===== src/hw/rtl/timestamped_slot_queue_core_defines.svh =====
// ----------------------------------------------------------------------------
// Timestamped slot queue: assertion macros
// Shared concurrent assertion forms, clocked on clk, disabled in reset.
// ----------------------------------------------------------------------------
`ifndef TIMESTAMPED_SLOT_QUEUE_CORE_DEFINES_SVH
`define TIMESTAMPED_SLOT_QUEUE_CORE_DEFINES_SVH

// Same-cycle implication.
`define TSQ_ASSERT_HOLDS(lbl, ante, cons, msg) \
  lbl: assert property (@(posedge clk) disable iff (!rst_n) (ante) |-> (cons)) \
    else $error(msg);

// Next-cycle implication.
`define TSQ_ASSERT_NEXT(lbl, ante, cons, msg) \
  lbl: assert property (@(posedge clk) disable iff (!rst_n) (ante) |=> (cons)) \
    else $error(msg);

`endif


===== src/hw/rtl/tsq_pkg.sv =====
// ----------------------------------------------------------------------------
// Timestamped slot queue: package
// Sizes, operation codes and the structs passed between the blocks.
// ----------------------------------------------------------------------------
package tsq_pkg;

  localparam int DEPTH   = 16;
  localparam int IDX_W   = $clog2(DEPTH);
  localparam int N_W     = $clog2(DEPTH + 1);
  localparam int GUARD_W = $clog2(DEPTH + 2);
  localparam int STAMP_W = 64;
  localparam int LEN_W   = 16;
  localparam int MODE_W  = 3;
  localparam int SLOT_W  = 4;
  localparam int CNT_W   = 5;
  localparam int STALE_W = 32;
  localparam int THR_W   = 43;
  localparam int ENTRY_W = STAMP_W + LEN_W;

  localparam int CNT_MAX   = 31;
  localparam int NS_PER_US = 1000;

  localparam logic [STALE_W-1:0] MAX_STALE_RST = 32'd1000000;
  // (max_stale_us + 1) * 1000 at reset
  localparam logic [THR_W-1:0] THR_RST = THR_W'((64'(MAX_STALE_RST) + 64'd1) * 64'd1000);

  localparam logic [MODE_W-1:0] MODE_PUSH  = 3'd0;
  localparam logic [MODE_W-1:0] MODE_PEEK  = 3'd1;
  localparam logic [MODE_W-1:0] MODE_PULL  = 3'd2;
  localparam logic [MODE_W-1:0] MODE_TAKE  = 3'd3;
  localparam logic [MODE_W-1:0] MODE_GIVE  = 3'd4;
  localparam logic [MODE_W-1:0] MODE_COUNT = 3'd5;

  typedef struct packed {
    logic [MODE_W-1:0]  mode;
    logic               ignore_time;
    logic [STAMP_W-1:0] now_ns;
    logic [STAMP_W-1:0] stamp_ns;
    logic [LEN_W-1:0]   length;
    logic [SLOT_W-1:0]  slot;
  } tsq_req_t;

  typedef struct packed {
    logic               ok;
    logic [SLOT_W-1:0]  out_slot;
    logic [LEN_W-1:0]   out_length;
    logic [STAMP_W-1:0] out_stamp_ns;
    logic [CNT_W-1:0]   ready_count;
  } tsq_res_t;

  typedef struct packed {
    logic             purge_off;
    logic [THR_W-1:0] stale_thr_ns;
  } tsq_cfg_t;

  function automatic logic [IDX_W-1:0] idx_inc(input logic [IDX_W-1:0] i);
    logic [IDX_W-1:0] r;
    if (32'(i) == DEPTH - 1) begin
      r = '0;
    end else begin
      r = i + IDX_W'(1);
    end
    return r;
  endfunction

endpackage


===== src/hw/rtl/tsq_slot_ram.sv =====
// ----------------------------------------------------------------------------
// Timestamped slot queue: slot RAM
// Simple dual-port RAM, one write and one registered read per cycle.
// ----------------------------------------------------------------------------
module tsq_slot_ram #(
  parameter int WIDTH = 80,
  parameter int WORDS = 16,
  parameter int AW    = $clog2(WORDS)
) (
  input  logic             clk,
  input  logic             we,
  input  logic [AW-1:0]    waddr,
  input  logic [WIDTH-1:0] wdata,
  input  logic [AW-1:0]    raddr,
  output logic [WIDTH-1:0] rdata
);

  logic [WIDTH-1:0] mem [WORDS];

  always_ff @(posedge clk) begin
    if (we) begin
      mem[waddr] <= wdata;
    end
  end

  always_ff @(posedge clk) begin
    rdata <= mem[raddr];
  end

endmodule


===== src/hw/rtl/tsq_ctrl.sv =====
// ----------------------------------------------------------------------------
// Timestamped slot queue: sequencer
// Runs one request at a time: pointer advance, purge, count walk, give scan.
// ----------------------------------------------------------------------------
module tsq_ctrl
  import tsq_pkg::*;
(
  input  logic     clk,
  input  logic     rst_n,
  input  logic     start_i,
  input  tsq_req_t req_i,
  input  tsq_cfg_t cfg_i,
  output logic     idle_o,
  output logic     res_valid_o,
  input  logic     res_ready_i,
  output tsq_res_t res_o
);

  localparam logic [3:0] S_IDLE       = 4'd0;
  localparam logic [3:0] S_DISPATCH   = 4'd1;
  localparam logic [3:0] S_ADV        = 4'd2;
  localparam logic [3:0] S_PURGE_RD   = 4'd3;
  localparam logic [3:0] S_PURGE_DIFF = 4'd4;
  localparam logic [3:0] S_PURGE_EVAL = 4'd5;
  localparam logic [3:0] S_PEEK_RD    = 4'd6;
  localparam logic [3:0] S_PEEK_EVAL  = 4'd7;
  localparam logic [3:0] S_CNT_INIT   = 4'd8;
  localparam logic [3:0] S_CNT_RD     = 4'd9;
  localparam logic [3:0] S_CNT_EVAL   = 4'd10;
  localparam logic [3:0] S_TAKE_EVAL  = 4'd11;
  localparam logic [3:0] S_GIVE_SCAN  = 4'd12;
  localparam logic [3:0] S_DONE       = 4'd13;

  logic [3:0]         state_r, state_nxt;
  logic [3:0]         ret_r, ret_nxt;
  tsq_req_t           req_r, req_nxt;
  tsq_res_t           res_r, res_nxt;
  logic [DEPTH-1:0]   taken_r, taken_nxt;
  logic [DEPTH-1:0]   lenv_r, lenv_nxt;      // length valid, clear reads as zero
  logic [IDX_W-1:0]   head_r, head_nxt;
  logic               head_act_r, head_act_nxt;
  logic [IDX_W-1:0]   tail_r, tail_nxt;
  logic               tail_act_r, tail_act_nxt;
  logic               ff_r, ff_nxt;          // sticky first-future
  logic               adv_tail_r, adv_tail_nxt;
  logic [IDX_W-1:0]   k_r, k_nxt;
  logic               first_r, first_nxt;
  logic [GUARD_W-1:0] guard_r, guard_nxt;
  logic [STAMP_W-1:0] diff_r, diff_nxt;
  logic               ge_r, ge_nxt;
  logic               le_r, le_nxt;
  logic [IDX_W-1:0]   idx_r, idx_nxt;
  logic [IDX_W-1:0]   vis_r, vis_nxt;
  logic [N_W-1:0]     n_r, n_nxt;

  logic               ram_we;
  logic [IDX_W-1:0]   ram_waddr;
  logic [ENTRY_W-1:0] ram_wdata;
  logic [IDX_W-1:0]   ram_raddr;
  logic [ENTRY_W-1:0] ram_rdata;
  logic [STAMP_W-1:0] rd_stamp;
  logic [LEN_W-1:0]   rd_len;

  assign rd_stamp = ram_rdata[ENTRY_W-1:LEN_W];
  assign rd_len   = ram_rdata[LEN_W-1:0];

  tsq_slot_ram #(
    .WIDTH (ENTRY_W),
    .WORDS (DEPTH),
    .AW    (IDX_W)
  ) u_ram (
    .clk   (clk),
    .we    (ram_we),
    .waddr (ram_waddr),
    .wdata (ram_wdata),
    .raddr (ram_raddr),
    .rdata (ram_rdata)
  );

  assign idle_o      = (state_r == S_IDLE);
  assign res_valid_o = (state_r == S_DONE);
  assign res_o       = res_r;

  always_comb begin
    logic [IDX_W-1:0] a_ptr;
    logic [IDX_W-1:0] a_other;
    logic             a_oact;
    logic [IDX_W:0]   a_sum;
    logic [IDX_W-1:0] a_idx;
    logic             drop;
    logic             ff_new;
    logic             brk;
    logic [N_W-1:0]   n_new;
    logic [IDX_W-1:0] i_new;
    logic [3:0]       post;

    state_nxt    = state_r;
    ret_nxt      = ret_r;
    req_nxt      = req_r;
    res_nxt      = res_r;
    taken_nxt    = taken_r;
    lenv_nxt     = lenv_r;
    head_nxt     = head_r;
    head_act_nxt = head_act_r;
    tail_nxt     = tail_r;
    tail_act_nxt = tail_act_r;
    ff_nxt       = ff_r;
    adv_tail_nxt = adv_tail_r;
    k_nxt        = k_r;
    first_nxt    = first_r;
    guard_nxt    = guard_r;
    diff_nxt     = diff_r;
    ge_nxt       = ge_r;
    le_nxt       = le_r;
    idx_nxt      = idx_r;
    vis_nxt      = vis_r;
    n_nxt        = n_r;
    ram_we       = 1'b0;
    ram_waddr    = head_r;
    ram_wdata    = {req_r.stamp_ns, req_r.length};
    ram_raddr    = tail_r;
    drop         = 1'b0;
    ff_new       = ff_r;
    brk          = 1'b0;
    n_new        = n_r;
    i_new        = idx_r;

    post = (req_r.mode == MODE_PEEK) ? S_PEEK_RD : S_CNT_INIT;

    // one probe of the pointer advance
    a_ptr   = adv_tail_r ? tail_r : head_r;
    a_other = adv_tail_r ? head_r : tail_r;
    a_oact  = adv_tail_r ? head_act_r : tail_act_r;
    a_sum   = {1'b0, a_ptr} + {1'b0, k_r};
    if (32'(a_sum) >= DEPTH) begin
      a_sum = a_sum - (IDX_W+1)'(DEPTH);
    end
    a_idx = a_sum[IDX_W-1:0];

    case (state_r)
      S_IDLE: begin
        if (start_i) begin
          req_nxt   = req_i;
          res_nxt   = '0;
          state_nxt = S_DISPATCH;
        end
      end

      S_DISPATCH: begin
        k_nxt = IDX_W'(1);
        case (req_r.mode)
          MODE_PUSH: begin
            state_nxt = S_DONE;
            if (head_act_r) begin
              ram_we         = 1'b1;
              lenv_nxt[head_r] = 1'b1;
              if (!tail_act_r) begin
                tail_nxt     = head_r;
                tail_act_nxt = 1'b1;
              end
              res_nxt.ok   = 1'b1;
              adv_tail_nxt = 1'b0;
              ret_nxt      = S_DONE;
              state_nxt    = S_ADV;
            end
          end
          MODE_PEEK, MODE_COUNT: begin
            if (req_r.mode == MODE_COUNT) begin
              res_nxt.ok = 1'b1;
            end
            if (req_r.ignore_time || cfg_i.purge_off) begin
              state_nxt = post;
            end else begin
              first_nxt = 1'b1;
              guard_nxt = '0;
              state_nxt = S_PURGE_RD;
            end
          end
          MODE_PULL: begin
            state_nxt = S_DONE;
            if (tail_act_r) begin
              if (!head_act_r) begin
                head_nxt     = tail_r;
                head_act_nxt = 1'b1;
              end
              lenv_nxt[tail_r] = 1'b0;
              res_nxt.ok   = 1'b1;
              adv_tail_nxt = 1'b1;
              ret_nxt      = S_DONE;
              state_nxt    = S_ADV;
            end
          end
          MODE_TAKE: begin
            state_nxt = S_DONE;
            if (tail_act_r) begin
              state_nxt = S_TAKE_EVAL;
            end
          end
          MODE_GIVE: begin
            state_nxt = S_DONE;
            if (32'(req_r.slot) < DEPTH) begin
              taken_nxt[IDX_W'(req_r.slot)] = 1'b0;
              lenv_nxt[IDX_W'(req_r.slot)]  = 1'b0;
              res_nxt.ok = 1'b1;
              if (!head_act_r) begin
                idx_nxt   = '0;
                state_nxt = S_GIVE_SCAN;
              end
            end
          end
          default: begin
            state_nxt = S_DONE;
          end
        endcase
      end

      S_ADV: begin
        if (a_oact && a_idx == a_other) begin
          if (adv_tail_r) tail_act_nxt = 1'b0;
          else            head_act_nxt = 1'b0;
          state_nxt = ret_r;
        end else if (!taken_r[a_idx]) begin
          if (adv_tail_r) tail_nxt = a_idx;
          else            head_nxt = a_idx;
          state_nxt = ret_r;
        end else if (32'(k_r) == DEPTH - 1) begin
          if (adv_tail_r) tail_act_nxt = 1'b0;
          else            head_act_nxt = 1'b0;
          state_nxt = ret_r;
        end else begin
          k_nxt = k_r + IDX_W'(1);
        end
      end

      S_PURGE_RD: begin
        ram_raddr = tail_r;
        if (32'(guard_r) <= DEPTH && tail_act_r) begin
          state_nxt = S_PURGE_DIFF;
        end else begin
          state_nxt = post;
        end
      end

      S_PURGE_DIFF: begin
        ge_nxt    = (rd_stamp >= req_r.now_ns);
        le_nxt    = (rd_stamp <= req_r.now_ns);
        diff_nxt  = req_r.now_ns - rd_stamp;
        state_nxt = S_PURGE_EVAL;
      end

      S_PURGE_EVAL: begin
        if (first_r) begin
          // age in whole us: zero below 1000 ns, stale at or past the threshold
          if (ge_r || diff_r < STAMP_W'(NS_PER_US)) begin
            ff_new = 1'b1;
          end else if (diff_r >= STAMP_W'(cfg_i.stale_thr_ns)) begin
            drop   = 1'b1;
            ff_new = 1'b0;
          end
          first_nxt = 1'b0;
        end else begin
          if (le_r) drop   = 1'b1;
          else      ff_new = 1'b1;
        end
        ff_nxt = ff_new;
        if (drop || !ff_new) begin
          if (!head_act_r) begin
            head_nxt     = tail_r;
            head_act_nxt = 1'b1;
          end
          lenv_nxt[tail_r] = 1'b0;
          guard_nxt    = guard_r + GUARD_W'(1);
          adv_tail_nxt = 1'b1;
          k_nxt        = IDX_W'(1);
          ret_nxt      = S_PURGE_RD;
          state_nxt    = S_ADV;
        end else begin
          state_nxt = post;
        end
      end

      S_PEEK_RD: begin
        ram_raddr = tail_r;
        state_nxt = tail_act_r ? S_PEEK_EVAL : S_DONE;
      end

      S_PEEK_EVAL: begin
        if (req_r.ignore_time || rd_stamp <= req_r.now_ns) begin
          res_nxt.ok           = 1'b1;
          res_nxt.out_slot     = SLOT_W'(tail_r);
          res_nxt.out_length   = lenv_r[tail_r] ? rd_len : '0;
          res_nxt.out_stamp_ns = rd_stamp;
        end
        state_nxt = S_DONE;
      end

      S_TAKE_EVAL: begin
        res_nxt.ok           = 1'b1;
        res_nxt.out_slot     = SLOT_W'(tail_r);
        res_nxt.out_length   = lenv_r[tail_r] ? rd_len : '0;
        res_nxt.out_stamp_ns = rd_stamp;
        taken_nxt[tail_r]    = 1'b1;   // advance never revisits its start
        adv_tail_nxt         = 1'b1;
        k_nxt                = IDX_W'(1);
        ret_nxt              = S_DONE;
        state_nxt            = S_ADV;
      end

      S_CNT_INIT: begin
        idx_nxt   = tail_r;
        vis_nxt   = '0;
        n_nxt     = '0;
        state_nxt = tail_act_r ? S_CNT_RD : S_DONE;
      end

      S_CNT_RD: begin
        ram_raddr = idx_r;
        state_nxt = S_CNT_EVAL;
      end

      S_CNT_EVAL: begin
        if (!taken_r[idx_r]) begin
          if (!req_r.ignore_time && rd_stamp > req_r.now_ns) begin
            brk = 1'b1;
          end else begin
            n_new = n_r + N_W'(1);
          end
        end
        i_new = idx_inc(idx_r);
        if (!brk) begin
          if (head_act_r && i_new == head_r) brk = 1'b1;
          if (32'(n_new) >= DEPTH)          brk = 1'b1;
          if (32'(vis_r) == DEPTH - 1)      brk = 1'b1;
        end
        n_nxt   = n_new;
        idx_nxt = i_new;
        vis_nxt = vis_r + IDX_W'(1);
        if (brk) begin
          res_nxt.ready_count = (32'(n_new) > CNT_MAX) ? CNT_W'(CNT_MAX) : CNT_W'(n_new);
          state_nxt = S_DONE;
        end else begin
          state_nxt = S_CNT_RD;
        end
      end

      S_GIVE_SCAN: begin
        if (!taken_r[idx_r]) begin
          head_nxt     = idx_r;
          head_act_nxt = 1'b1;
          state_nxt    = S_DONE;
        end else if (32'(idx_r) == DEPTH - 1) begin
          state_nxt = S_DONE;
        end else begin
          idx_nxt = idx_r + IDX_W'(1);
        end
      end

      S_DONE: begin
        if (res_ready_i) begin
          state_nxt = S_IDLE;
        end
      end

      default: begin
        state_nxt = S_IDLE;
      end
    endcase
  end

  always_ff @(posedge clk) begin
    if (!rst_n) begin
      state_r    <= S_IDLE;
      taken_r    <= '0;
      lenv_r     <= '0;
      head_r     <= '0;
      head_act_r <= 1'b1;
      tail_r     <= '0;
      tail_act_r <= 1'b0;
      ff_r       <= 1'b1;
    end else begin
      state_r    <= state_nxt;
      taken_r    <= taken_nxt;
      lenv_r     <= lenv_nxt;
      head_r     <= head_nxt;
      head_act_r <= head_act_nxt;
      tail_r     <= tail_nxt;
      tail_act_r <= tail_act_nxt;
      ff_r       <= ff_nxt;
    end
  end

  always_ff @(posedge clk) begin
    ret_r      <= ret_nxt;
    req_r      <= req_nxt;
    res_r      <= res_nxt;
    adv_tail_r <= adv_tail_nxt;
    k_r        <= k_nxt;
    first_r    <= first_nxt;
    guard_r    <= guard_nxt;
    diff_r     <= diff_nxt;
    ge_r       <= ge_nxt;
    le_r       <= le_nxt;
    idx_r      <= idx_nxt;
    vis_r      <= vis_nxt;
    n_r        <= n_nxt;
  end

endmodule


===== src/hw/rtl/timestamped_slot_queue_core.sv =====
// ----------------------------------------------------------------------------
// Timestamped slot queue core
// Ring of 16 slots (stamp, length, taken) with push/peek/pull/take/give/count.
// ----------------------------------------------------------------------------
//
// Channel   Dir  Handshake          Content
// in_*      in   tvalid/tready      request: mode, flag in tuser; times, len, slot
// out_*     out  tvalid/tready      result: ok, slot, length, stamp, ready count
// cfg_*     in   cfg_wen            max_stale_us, taken on any edge with cfg_wen
//
// One request is worked at a time by the sequencer over the slot RAM (one
// read, one write a cycle, read data in the next cycle). Push, pull, take
// and give may end in a one-slot-per-cycle pointer scan. Peek and count add
// a purge of up to DEPTH+1 tail slots, each read, differenced and evaluated,
// plus a pointer scan, and count walks up to DEPTH slots, each read then
// evaluated. A new request is accepted while the previous result still waits
// in the output register. Reset is synchronous and needs no clearing pass.
//
`include "timestamped_slot_queue_core_defines.svh"

module timestamped_slot_queue_core
  import tsq_pkg::*;
(
  input  logic         clk,
  input  logic         rst_n,
  // in_tdata: now_ns[63:0], stamp_ns[127:64], length[143:128], slot[147:144]
  input  logic         in_tvalid,
  output logic         in_tready,
  input  logic [151:0] in_tdata,
  // in_tuser: mode[2:0], ignore_time[3]
  input  logic [3:0]   in_tuser,
  // out_tdata: ok[0], out_slot[4:1], out_length[20:5], out_stamp_ns[84:21],
  //            ready_count[89:85]
  output logic         out_tvalid,
  input  logic         out_tready,
  output logic [95:0]  out_tdata,
  input  logic         cfg_wen,
  input  logic [31:0]  cfg_wdata
);

  tsq_req_t req;
  tsq_res_t res;
  tsq_cfg_t cfg;
  logic     start;
  logic     idle;
  logic     res_valid;
  logic     res_ready;
  logic     load;

  logic             purge_off_r, purge_off_nxt;
  logic [THR_W-1:0] thr_r, thr_nxt;
  logic             out_valid_r, out_valid_nxt;
  tsq_res_t         out_res_r, out_res_nxt;

  // Request unpacking
  assign req.mode        = in_tuser[2:0];
  assign req.ignore_time = in_tuser[3];
  assign req.now_ns      = in_tdata[63:0];
  assign req.stamp_ns    = in_tdata[127:64];
  assign req.length      = in_tdata[143:128];
  assign req.slot        = in_tdata[147:144];

  assign in_tready = idle;
  assign start     = in_tvalid && idle;

  // Stale threshold kept in ns: age/1000 > max  <=>  age >= (max+1)*1000
  always_comb begin
    purge_off_nxt = purge_off_r;
    thr_nxt       = thr_r;
    if (cfg_wen) begin
      purge_off_nxt = (cfg_wdata == '0);
      thr_nxt = (THR_W'(cfg_wdata) + THR_W'(1)) * THR_W'(NS_PER_US);
    end
  end

  assign cfg.purge_off    = purge_off_r;
  assign cfg.stale_thr_ns = thr_r;

  tsq_ctrl u_ctrl (
    .clk         (clk),
    .rst_n       (rst_n),
    .start_i     (start),
    .req_i       (req),
    .cfg_i       (cfg),
    .idle_o      (idle),
    .res_valid_o (res_valid),
    .res_ready_i (res_ready),
    .res_o       (res)
  );

  // Output register; refilled in the same cycle it drains
  assign res_ready = !out_valid_r || out_tready;
  assign load      = res_valid && res_ready;

  always_comb begin
    out_valid_nxt = out_valid_r;
    out_res_nxt   = out_res_r;
    if (load) begin
      out_valid_nxt = 1'b1;
      out_res_nxt   = res;
    end else if (out_tready) begin
      out_valid_nxt = 1'b0;
    end
  end

  always_ff @(posedge clk) begin
    if (!rst_n) begin
      purge_off_r <= 1'b0;
      thr_r       <= THR_RST;
      out_valid_r <= 1'b0;
    end else begin
      purge_off_r <= purge_off_nxt;
      thr_r       <= thr_nxt;
      out_valid_r <= out_valid_nxt;
    end
  end

  always_ff @(posedge clk) begin
    out_res_r <= out_res_nxt;
  end

  assign out_tvalid = out_valid_r;
  assign out_tdata  = {6'b0, out_res_r.ready_count, out_res_r.out_stamp_ns,
                       out_res_r.out_length, out_res_r.out_slot, out_res_r.ok};

  // A request occupies the sequencer for at least the following cycle
  `TSQ_ASSERT_NEXT(a_busy_after_accept, start, !in_tready, "accepted request did not start")
  // A finished result always lands in the output register
  `TSQ_ASSERT_NEXT(a_result_loaded, load, out_tvalid, "result not presented")
  // A nonzero ready count only comes from count, which always succeeds
  `TSQ_ASSERT_HOLDS(a_count_ok, out_tvalid && out_res_r.ready_count != '0,
                    out_res_r.ok, "ready count without ok")

endmodule

===== config.mk =====
export PLATFORM = sky130hd
export DESIGN_NAME = timestamped_slot_queue_core
export DESIGN_NICKNAME = d
export VERILOG_FILES = /design/src/hw/rtl/tsq_pkg.sv /design/src/hw/rtl/tsq_slot_ram.sv /design/src/hw/rtl/tsq_ctrl.sv /design/src/hw/rtl/timestamped_slot_queue_core.sv
export VERILOG_INCLUDE_DIRS = /design/src /design/src/hw/rtl
export SDC_FILE = /design/constraint.sdc
export NUM_CORES = 2
export LEC_CHECK = 0
export ABC_AREA = 0
export BUFFER_PORTS_ARGS = -buffer_cell sky130_fd_sc_hd__buf_2
export CAP_MARGIN = 20
export CORE_MARGIN = 10
export CORE_UTILIZATION = 30
export CTS_CLUSTER_SIZE = 40
export DETAILED_ROUTE_END_ITERATION = 10
export GPL_ROUTABILITY_DRIVEN = 0
export PLACE_DENSITY = 0.47
export RECOVER_POWER = 50
export SETUP_SLACK_MARGIN = 0.05
export SLEW_MARGIN = 20
export SYNTH_ARGS = -nofsm -noshare
export SYNTH_HDL_FRONTEND = slang
export SYNTH_HIERARCHICAL = 1
export SYNTH_SLANG_ARGS = --single-unit
export TNS_END_PERCENT = 30

===== constraint.sdc =====
create_clock -name clk -period 29.8 [get_ports clk]
set_input_delay 7.45 -clock clk [delete_from_list [all_inputs] [get_ports clk]]
set_output_delay 7.45 -clock clk [all_outputs]
set_load 0.005 [all_outputs]

==> reports/metrics.yaml <==
clock_tree:
  cts-resized-gates: 0
  tritoncts: "built"
  clock-root-buffer: "clkbuf_16"
  ctsHtreeMaxLevel: 4
  cts_made_buffers: 198
  cts.reportedPaths.clkPinSlew_ns: 0.05
  cts_num_sinks: 1873
  insertion_delay_ns: 0.86
  cts_setup_buffers: 0
  cts.hold.buffers_added: 0
  clk_path_buf_depth: 3
layout:
  synthToLayoutAreaGrowth_pct: 15.0
  fin_nets: 5728
  num-fill-cells: 25400
  drive_gt1_share_pct: 19.3
critical_path:
  timing.rr.end: "u_ctrl/u_ram/mem[3][35]"
  endpoint: "thr_r[28]"
  reg2reg_slack_ns: 20.59
  critPathCaptureType: "register"
  slowest_stage: "xor2_1"
  crit_chain: "buf_2 > and3_1 > nand3_2 > nor2_4 > nand3_1 > xor2_1 > xnor2_1 > xnor2_1 > fa_1 > fa_1 > fa_1 > inv_1 > ha_1 > a21oi_1 > o211ai_1 > nor3_1 > a21oi_1 > a221o_1 > a21oi_1 > xor2_1 > o211ai_1"
  r2r_start: "u_ctrl/state_r[0]"
  reg2reg_depth: 8
  cp_max_fo: 9
  crit_start: "cfg_wdata[2]"
  worstPathRequired_ns: 30.47
  critPathLaunchType: "input pin"
  cp.arrival_ns: 13.78
  cpPeakStageDelay_ns: 0.82
  crit_type: "in2reg"
global_routing:
  use_met3_pct: 2.00
  busiest_layer: "met2"
  use_met1_pct: 20.4
  grt_pass1_wl_um: 333000
  gr-usage-met2_pct: 26.8
  grtUsageTotal_pct: 15.7
  grt_pass1_vias: 46000
  antenna_found_initial: 16
  overflow: 0
  grt_max_degree: 128
floorplanning:
  dieArea_mm2: 0.288
  chipWidth_um: 537
  row_count: 189
  initial_core_util_pct: 30.2
  core_mm2: 0.266
  ios: 291
  die_y_um: 537
synth:
  ys_async_sr_fraction_pct: 0
  synth_top_area_share_pct: 63.8
  ys_types: 94
  synthAdderAreaFrac_pct: 5.69
  synth.most_common_cell: "edfxtp_1"
  syn_area_mm2: 0.0802
  dominantRegCellSynth: "edfxtp_1"
  avgSynthCellArea_um2: 16.3
  synth_compound_area_share_pct: 6.44
  synthXorXnorAreaFrac_pct: 2.05
  ys_seq_area_share_pct: 68.0
  synth_edf_count: 1704
  yosys.area.top_type: "edfxtp_1"
  yosys-top-cells-area: "edfxtp_1, mux4_2, dfxtp_1, ha_1, fa_1"
  ys_top_cells_by_count: "edfxtp_1, mux4_2, inv_1"
  yosys_warnings: 6
  synth-simple-area-share_pct: 5.36
  synth-seq-cells: 1873
  synth_top_family_by_area: "multiplexers"
  syn_inst: 4905
  muxShareOfSynthArea_pct: 9.73
drt:
  drt_iter0_markers: 3749
  via_count: 44200
  drc: 0
  drt_wl_total_um: 232000
  drtAntennaViolNets: 0
  routedWlPerCell_um: 25.9
  routed_via_density: 4.94
  dr.pass1.iters: 6
timing:
  fmax_mhz: 76.3
  finalMaxSlewViolations: 480
  setup_viol: 0
  tns_ns: 0
  grt_setup_unrepaired: "false"
  clock_skew_ns: 0.0509
  slew_headroom_pct: -462
  hold_viol_final: 0
  tightestPinTransition_ns: 8.43
  period_needed_ns: 13.10
  fin_crit_sh_pct: 44.0
power_and_ir_drop:
  p_leak_nw: 31.2
  p_switching_mw: 3.04
  cellPowerDensity_mw_per_mm2: 97.5
  p_seq_share_pct: 42.0
  p_comb_share_pct: 30.2
  power_mw: 8.99
  peakVddDrop_uv: 97.2
  internal_power_mw: 5.95
  p_clk_share_pct: 27.7
  netSwitchingFraction_pct: 33.9
job:
  max_cap_violations: 11
outcome:
  status: "complete, but fails checks"
  violations: "capacitance limit, slew limit"
worst_hold_path:
  hp-class: "reg2reg"
placed_design:
  numPortBuffers: 280
  hpwl_um: 143000
==> worst max-delay path: cells and delay by family <==
kind / cells / cell delay, ns
buffers and inverters: 2 / 0.24
AO/OA/AOI/OAI: 6 / 1.29
XOR/XNOR: 4 / 1.73
adder cells (fa/ha/maj): 4 / 1.92
AND/OR/NAND/NOR: 5 / 1.14
==> flip-flops by register name, indices dropped and copies added, names as in the netlist, 2 cells and up <==
signal and cells:
u_ctrl/u_ram/mem 1280, u_ctrl/n_r 5, u_ctrl/taken_r 16, u_ctrl/k_r 4, u_ctrl/state_r 4, u_ctrl/head_r 4, u_ctrl/idx_r 4, u_ctrl/diff_r 64
u_ctrl/vis_r 4, u_ctrl/guard_r 5, u_ctrl/ram_wdata 80, out_tdata 90, u_ctrl/u_ram/rdata 80, u_ctrl/lenv_r 16, u_ctrl/ret_r 2, thr_r 40
u_ctrl/res_o 90, u_ctrl/tail_r 4, u_ctrl/req_r 72
==> cells in the final DEF, fill, tap and decap left out, types with 16 or more instances in the layout <==
cell type,instances
xnor2_1,107
nand3_1,66
nand2b_1,36
clkbuf_8,17
nor2_1,227
buf_4,50
clkinv_2,36
nor3_1,63
a211oi_1,27
buf_2,280
o211ai_1,16
mux2i_1,20
bufinv_16,20
nand4_1,41
a21oi_1,205
nor4_1,28
xor2_1,52
ha_1,194
dfxtp_1,169
o21ai_0,142
inv_1,296
a22oi_1,162
fa_1,101
nand2_1,250
o21bai_1,19
a21o_1,58
and3_1,43
clkbuf_16,200
a31oi_1,28
edfxtp_1,1704
mux4_2,334
or2_2,17
clkbuf_1,57
clkinv_1,27
nor2b_1,27
==> how the worst min path moves through the flow <==
stage / to / startpoint / cells past startpoint / slack (ns)
finish: out_tdata[85] / u_ctrl/res_o[0] / 0 / 0.42
global route: out_tdata[23] / u_ctrl/res_o[7] / 0 / 0.42
CTS: out_tdata[23] / u_ctrl/res_o[7] / 0 / 0.41
detailed placement: out_tdata[76] / u_ctrl/res_o[60] / 0 / 0.40
global placement: out_tdata[88] / u_ctrl/res_o[3] / 0 / 0.41
floorplan: out_tdata[0] / u_ctrl/res_o[89] / 0 / 0.40
==> routing by layer <==
metal	vias to the layer above	part of all wire (%)	routed length, um
met5	-	0.0030	7
met4	2	4.2	9830
met3	351	4.0	9320
met2	1193	49	115000
met1	22900	42	98200
li1	19700	-	-
==> power groups by stage <==
| stage | clock network (mW) | logic (mW) | registers, mW |
|---|---|---|---|
| final | 2.49 | 2.72 | 3.78 |
| after global routing | 2.66 | 3.01 | 3.82 |
| after CTS | 2.56 | 2.74 | 3.79 |
| after detailed placement | 0 | 2.72 | 3.84 |
| after global placement | 0 | 2.74 | 3.82 |
| after floorplan | 0 | 1.94 | 3.70 |
==> metrics by stage <==
step                      hold slack, ns  instances  setup WS [ns]  utilization [%]  instance area, um2
after global placement             0.405       8573          15.83             32.3               85800
after CTS                          0.413       8942          16.77             34.8               92400
after floorplan                    0.400       4913          15.33                -               80200
after detailed placement           0.405       8573          15.87             32.3               85800
after global routing               0.418       8945          16.36             34.7               92200
final                              0.417       8947          16.70             34.7               92200
==> kinds of logic after synthesis <==
group | after synthesis
AND/OR/NAND/NOR | 885
adder cells (fa/ha/maj) | 306
XOR/XNOR | 172
AO/OA/AOI/OAI | 788
buffers and inverters | 519
flip-flops | 1873
other | 1
multiplexers | 361
==> area by class of cell <==
class                           instances  area, um2  area share (%)
Tap cell                             3533       4420            4.79
Clock inverter                        104       1170            1.27
Clock buffer                          265       5420            5.88
Timing Repair Buffer                  344       1910            2.07
Sequential cell                      1873      54600            59.2
Multi-Input combinational cell       2521      23600            25.6
Antenna cell                            5       12.5          0.0136
Inverter                              302       1130            1.23
No activity file was read; power rests on OpenSTA's default activity.
